[src/rtl/core/ipdq_pkg.sv]
// Package for the interrupt priority dispatch queue: sizes, field widths,
// codes, payload structs and small helper functions.
// No dependencies.
package ipdq_pkg;

  localparam int LINE_COUNT  = 224;
  localparam int QUEUE_DEPTH = 256;

  localparam int IRQ_W      = 8;
  localparam int LEVEL_W    = 8;
  localparam int IRQ_CMP_W  = IRQ_W + 1;
  localparam int LINE_IDX_W = $clog2(LINE_COUNT);
  localparam int SLOT_W     = $clog2(QUEUE_DEPTH);
  localparam int CNT_W      = $clog2(QUEUE_DEPTH + 1);

  typedef enum logic [1:0] {
    OP_INSTALL   = 2'd0,
    OP_UNINSTALL = 2'd1,
    OP_RAISE     = 2'd2,
    OP_DONE      = 2'd3
  } op_t;

  typedef enum logic [2:0] {
    ST_UNCAUGHT   = 3'd0,
    ST_QUEUED     = 3'd1,
    ST_DISPATCHED = 3'd2,
    ST_OVERFLOW   = 3'd3,
    ST_DONE       = 3'd4,
    ST_UPDATED    = 3'd5
  } status_t;

  typedef enum logic [2:0] {
    S_IDLE,
    S_RAISE_CHK,
    S_FREE_SCAN,
    S_DONE_SCAN,
    S_DRAIN,
    S_EMIT
  } state_t;

  typedef struct packed {
    op_t                op;
    logic [IRQ_W-1:0]   irq;
    logic [LEVEL_W-1:0] level;
  } in_t;

  typedef struct packed {
    status_t          status;
    logic [IRQ_W-1:0] irq_out;
    logic             resend_valid;
    logic [IRQ_W-1:0] resend_irq;
  } out_t;

  // One scanned pending entry, as it leaves the lookup pipeline
  typedef struct packed {
    logic               valid;
    logic [SLOT_W-1:0]  slot;
    logic [LEVEL_W-1:0] level;
    logic [IRQ_W-1:0]   line;
  } cand_t;

  typedef struct packed {
    logic              have;
    logic [SLOT_W-1:0] slot;
    logic [IRQ_W-1:0]  line;
  } best_t;

  function automatic logic line_in_range(input logic [IRQ_W-1:0] irq);
    return {1'b0, irq} < IRQ_CMP_W'(LINE_COUNT);
  endfunction

  function automatic logic [LINE_IDX_W-1:0] line_idx(input logic [IRQ_W-1:0] irq);
    return line_in_range(irq) ? irq[LINE_IDX_W-1:0] : '0;
  endfunction

endpackage

[src/rtl/core/ipdq_best_sel.sv]
// Running best-candidate tracker for the handler-done scan: keeps the
// highest level seen, lowest slot on ties. Depends on ipdq_pkg.
module ipdq_best_sel (
  input  logic           clk,
  input  logic           rst_n,
  input  logic           clr,
  input  ipdq_pkg::cand_t cand,
  output ipdq_pkg::best_t best
);

  logic                         have_r, have_nxt;
  logic [ipdq_pkg::SLOT_W-1:0]  slot_r, slot_nxt;
  logic [ipdq_pkg::IRQ_W-1:0]   line_r, line_nxt;
  logic [ipdq_pkg::LEVEL_W-1:0] level_r, level_nxt;
  logic                         take;

  // strict compare keeps the earlier (lower) slot on equal levels
  assign take = cand.valid && (!have_r || (cand.level > level_r));

  always_comb begin
    have_nxt  = have_r;
    slot_nxt  = slot_r;
    line_nxt  = line_r;
    level_nxt = level_r;
    if (clr) begin
      have_nxt = 1'b0;
    end else if (take) begin
      have_nxt  = 1'b1;
      slot_nxt  = cand.slot;
      line_nxt  = cand.line;
      level_nxt = cand.level;
    end
  end

  always_ff @(posedge clk) begin
    if (!rst_n) begin
      have_r <= 1'b0;
    end else begin
      have_r <= have_nxt;
    end
  end

  always_ff @(posedge clk) begin
    slot_r  <= slot_nxt;
    line_r  <= line_nxt;
    level_r <= level_nxt;
  end

  assign best.have = have_r;
  assign best.slot = slot_r;
  assign best.line = line_r;

endmodule

[config.mk]
export PLATFORM = sky130hd
export DESIGN_NAME = ipdq_best_sel
export DESIGN_NICKNAME = d
export VERILOG_FILES = /design/src/rtl/core/ipdq_pkg.sv /design/src/rtl/core/ipdq_best_sel.sv
export SDC_FILE = /design/constraint.sdc
export NUM_CORES = 1
export LEC_CHECK = 0
export ABC_CLOCK_PERIOD_IN_PS = 3000
export BUFFER_PORTS_ARGS = -buffer_cell sky130_fd_sc_hd__buf_4
export CORE_MARGIN = 5
export CORE_UTILIZATION = 45
export DETAILED_ROUTE_END_ITERATION = 12
export GPL_TIMING_DRIVEN = 0
export MAX_ROUTING_LAYER = met4
export PLACE_DENSITY_LB_ADDON = 0.3
export SETUP_SLACK_MARGIN = 0.1
export SLEW_MARGIN = 20
export SYNTH_ARGS = -nofsm -noshare
export SYNTH_HDL_FRONTEND = slang
export SYNTH_SLANG_ARGS = --single-unit
[constraint.sdc]
create_clock -name clk -period 3 [get_ports clk]
set_input_delay 0.15 -clock clk [delete_from_list [all_inputs] [get_ports clk]]
set_output_delay 0.15 -clock clk [all_outputs]
set_load 0.02 [all_outputs]
Yosys cells after proc, flatten, opt, wreduce, memory -nomap -nowiden
Index checks and enable logic that the tools add are counted.

operators by class
  $add $sub $neg = 0
  multiply operators = 0
  div/mod/pow operators = 0
  order comparisons = 1
  equality and inequality tests = 0
  shift-type cells = 0
  multiplexer cells = 0
  bitwise operators = 2
  reductions and logical operators = 5

operator list
  cell               number
  $gt 8x8->1         1
  $not 1->1          2
  $reduce_and 2->1   1
  $reduce_or 2->1    1
  $logic_and 1x1->1  1
  $logic_not 1->1    1
  $logic_or 1x1->1   1

storage, ports and cells
  register bits = 25
  bits in latches = 0
  bits in writable memories = 0
  ROM bits = 0
  bits of input ports = 28
  word-level logic and storage cells = 12
  memories = 0

Logic depth before layout (Yosys ltp)
  word-level depth = 4
  mapped depth = 6
  mapped depth without buffers = 6

Least setup slack after synthesis
OpenSTA, ideal clock, no wires.

  kind = register to register
  start = register level_r[6] (netlist name)
  end = register level_r[0] (netlist name), enable pin
  arrival time = 1.844 ns
  required time = 2.611 ns
  path slack = 0.767 ns
  stages on the path, launching flop included = 7
  cell sequence = edfxtp_1 -> inv_1 -> ha_1 -> nand4_2 -> nor3_1 -> or3b_1 -> a21oi_2

between the ends
  word-level cells in the longest chain between the ends = 4

RTL lines
  what                               RTL line             text
  start: declaration                 ipdq_best_sel.sv:14  logic [ipdq_pkg::LEVEL_W-1:0] level_r, level_nxt;
  start signal: assignment           ipdq_best_sel.sv:46  level_r <= level_nxt;
  $gt 8x8->1                         ipdq_best_sel.sv:18  assign take = cand.valid && (!have_r || (cand.level > level_r));
  $logic_or 1x1->1                   ipdq_best_sel.sv:18
  $logic_and 1x1->1                  ipdq_best_sel.sv:18
  $reduce_and 2->1 (no source line)  n/a

Every way passes these cells.
A chain may end at the register's enable or synchronous reset.

Worst setup path after layout
  start = register level_r[6] (netlist name)
  end = register line_r[1] (netlist name), enable pin

between the ends
  word-level cells in the longest chain between the ends = 4

RTL lines
  what                               RTL line             text
  $gt 8x8->1                         ipdq_best_sel.sv:18
  $logic_or 1x1->1                   ipdq_best_sel.sv:18
  $logic_and 1x1->1                  ipdq_best_sel.sv:18
  $reduce_and 2->1 (no source line)  n/a
  end signal: assignment             ipdq_best_sel.sv:45  line_r <= line_nxt;
  end: declaration                   ipdq_best_sel.sv:13  logic [ipdq_pkg::IRQ_W-1:0] line_r, line_nxt;

Every way passes these cells.

==> summary.txt <==
Dpl cells: 131
Core area: 0.002148 mm2
Number of I/O pins: 45
Tightest Pin Transition: 0.7195 ns
Vias/cell: 4.483
Clock latency on the worst-skew pair: 0.29 ns
WL/cell: 12.78 um
Ranking of synthesized cells by area: edfxtp_1 (73%), ha_1 (10%), inv_1 (3.0%)
Worst-case clock skew: 0.002076 ns
H-tree levels: 1
Die H: 56.81 um
Post-route DRC: 0
# clock sinks: 25
Register bit total from synthesis: 25
Max Slew Vio Count: 0
Post-synth EDFFs: 24
Most numerous cell in the Yosys netlist: edfxtp_1
Crit Path Max Fanout: 24
Clock slew at reported path FFs: 0.12 ns
Post-CTS Resized: 0
Layout overhead on the synthesized area: 52.66%
Final Worst Setup Slack: 0.7952 ns
Max-cap violations: 0
Initial core utilization: 45.89%
Synth Flop Type: edfxtp_1
Async set-reset flop share out of synthesis: 0%
Mapped Cells: 59
Inserted Clock Buffers: 3
DRT Pass-1 Iters: 3
Number of global-route vias before repair: 633
Total wire length: 1879 um
Yosys top cell by area: edfxtp_1
Synth top area share: 73.10%
Fin cells: 147
Cell chain of the critical path: inv_1 -> ha_1 -> nand4_2 -> nor3_1 -> or3b_1 -> a21oi_4
Largest net degree at the start of global routing: 25
Setup TNS: 0 ns
CP Capture Type: flip-flop
FILL cells: 166
CTS max path bufs: 2
CTS tree: yes
Die ar.: 0.003227 mm2
Slowest CP cell: a21oi_4
FF/Latch Area: 740.7 um2
Nets: 156
Multi-input gate area: 215.2 um2
Crit path arrival time: 2.15 ns
Setup violations, final: 0
Port Buf Inserts: 44
Setup CP Type: reg2reg
Min-Delay Path Class: in2reg
Tmin final: 2.205 ns
RSZ-0062 raised after global routing: false
Final ANT Viol Nets: 0
Lkg Pwr: 0.6549 nW
Power per cell area: 425.8 mW/mm2
Unique masters post-synth: 18
Worst VDD drop: 245.0 uV
Syn_nets: 95
DRT iter0 DRCs: 12
First-pass GRT wire length: 2691 um
Initial antenna violation count: 0
Max_slew headroom: 51.93%
F_max: 453.6 MHz
Tcrit/Tclk final: 73.49%
Crit path launch type: flip-flop
Commonest cells in the netlist: edfxtp_1 (24), ha_1 (8), inv_1 (8)
CP max stage delay: 0.58 ns
Aggregate global-route resource usage: 10.97%
CTS Root Buffer Type: clkbuf_4
Placed instance area: 0.001359 mm2
Die X: 56.81 um
CP required: 2.94 ns
Seq/Total Area, Yosys: 75.13%
Endpoints failing hold: 0
Ys Warns: 0
Routability congestion estimate: 0.7458
Syn Area/Cell: 16.71 um2
Share of layout cells above drive strength 1: 42.86%
Number of diodes: 0
Status: finished, final reports clean
Vias: 659
Area of the mapped netlist: 985.9 um2
Overflow after GRT: 0
DP Worst Slack: 0.7901 ns
Final instance area: 0.001505 mm2
Core Rows: 17
Hpwl dp: 1351 um
-- where the power goes --
group / switching (mW) / leakage (nW) / internal [mW]
clock: 0.0847 / 0.0150 / 0.0517
sequential: 0.00426 / 0.233 / 0.401
combinational: 0.0438 / 0.407 / 0.0559
total: 0.133 / 0.655 / 0.508
-- critical path: cells and delay by family, from the launching register on --
family	cells	cell delay, ns
buffers and inverters	1	0.04
adder cells (fa/ha/maj)	1	0.31
AO/OA/AOI/OAI	1	0.58
flip-flops	1	0.34
AND/OR/NAND/NOR	3	0.58
-- registers in the layout (all words and copies together) (netlist names) --
name     flops
have_r       1
level_r      8
line_r       8
slot_r       8
-- metal layers --
metal / vias up / share of wire (%) / track usage [%]
li1: 338 / - / -
met1: 288 / 37 / 11.16
met3: 2 / 11 / 3.678
met5: - / 0 / -
met2: 31 / 52 / 19.97
met4: 0 / 0.27 / 2.980
-- cell type report --
| cell class | count | area share [%] |
|---|---|---|
| flip-flops and latches | 25 | 49.21 |
| repair buffers | 56 | 29.93 |
| multi-input cells | 25 | 14.30 |
| well taps | 28 | 2.328 |
| inverters | 8 | 1.995 |
| clock buffers | 4 | 1.746 |
| plain buffers | 1 | 0.4988 |
-- worst paths after layout --
check               to  slack (ns)        from  cells past startpoint
max          line_r[1]        0.80  level_r[6]                      6
min          line_r[0]        0.02     cand[0]                      1
max reg2reg  line_r[1]        0.80  level_r[6]                      6
min reg2reg     have_r        0.54      have_r                      2
-- metrics by stage --
stage	hold WS (ns)	utilization, %	power (mW)
floorplan	0.2261	-	0.4509
global placement	0.3192	62.90	0.4974
CTS	0.005564	64.94	0.6391
global route	-0.0003437	70.06	0.6790
finish	0.02188	70.06	0.6410
detailed placement	0.3290	63.25	0.5009
-- timing repair --
item                       CTS  global route
hold buffers                 1            11
hold endpoints to repair     1            11
setup endpoints to repair    0             0
buffers inserted             0             0
-- cells in the final DEF (no fill, tap or decap), drive strengths merged --
cell type	count
inv	8
edfxtp	24
nand2	2
nand2b	1
dlygate4sd3	12
nor2	1
buf	45
clkbuf	4
dfxtp	1
or3b	1
nor3	1
a21oi	4
nand3	2
ha	8
a21o	1
nor3b	1
nand4	1
nor2b	1
o211ai	1
-- cell families after synthesis --
group	Yosys count	synth area share [%]
AND/OR/NAND/NOR	11	6.853
flip-flops	25	75.13
AO/OA/AOI/OAI	6	4.061
buffers and inverters	9	3.808
adder cells (fa/ha/maj)	8	10.15
No activity file was read; power rests on OpenSTA's default activity.
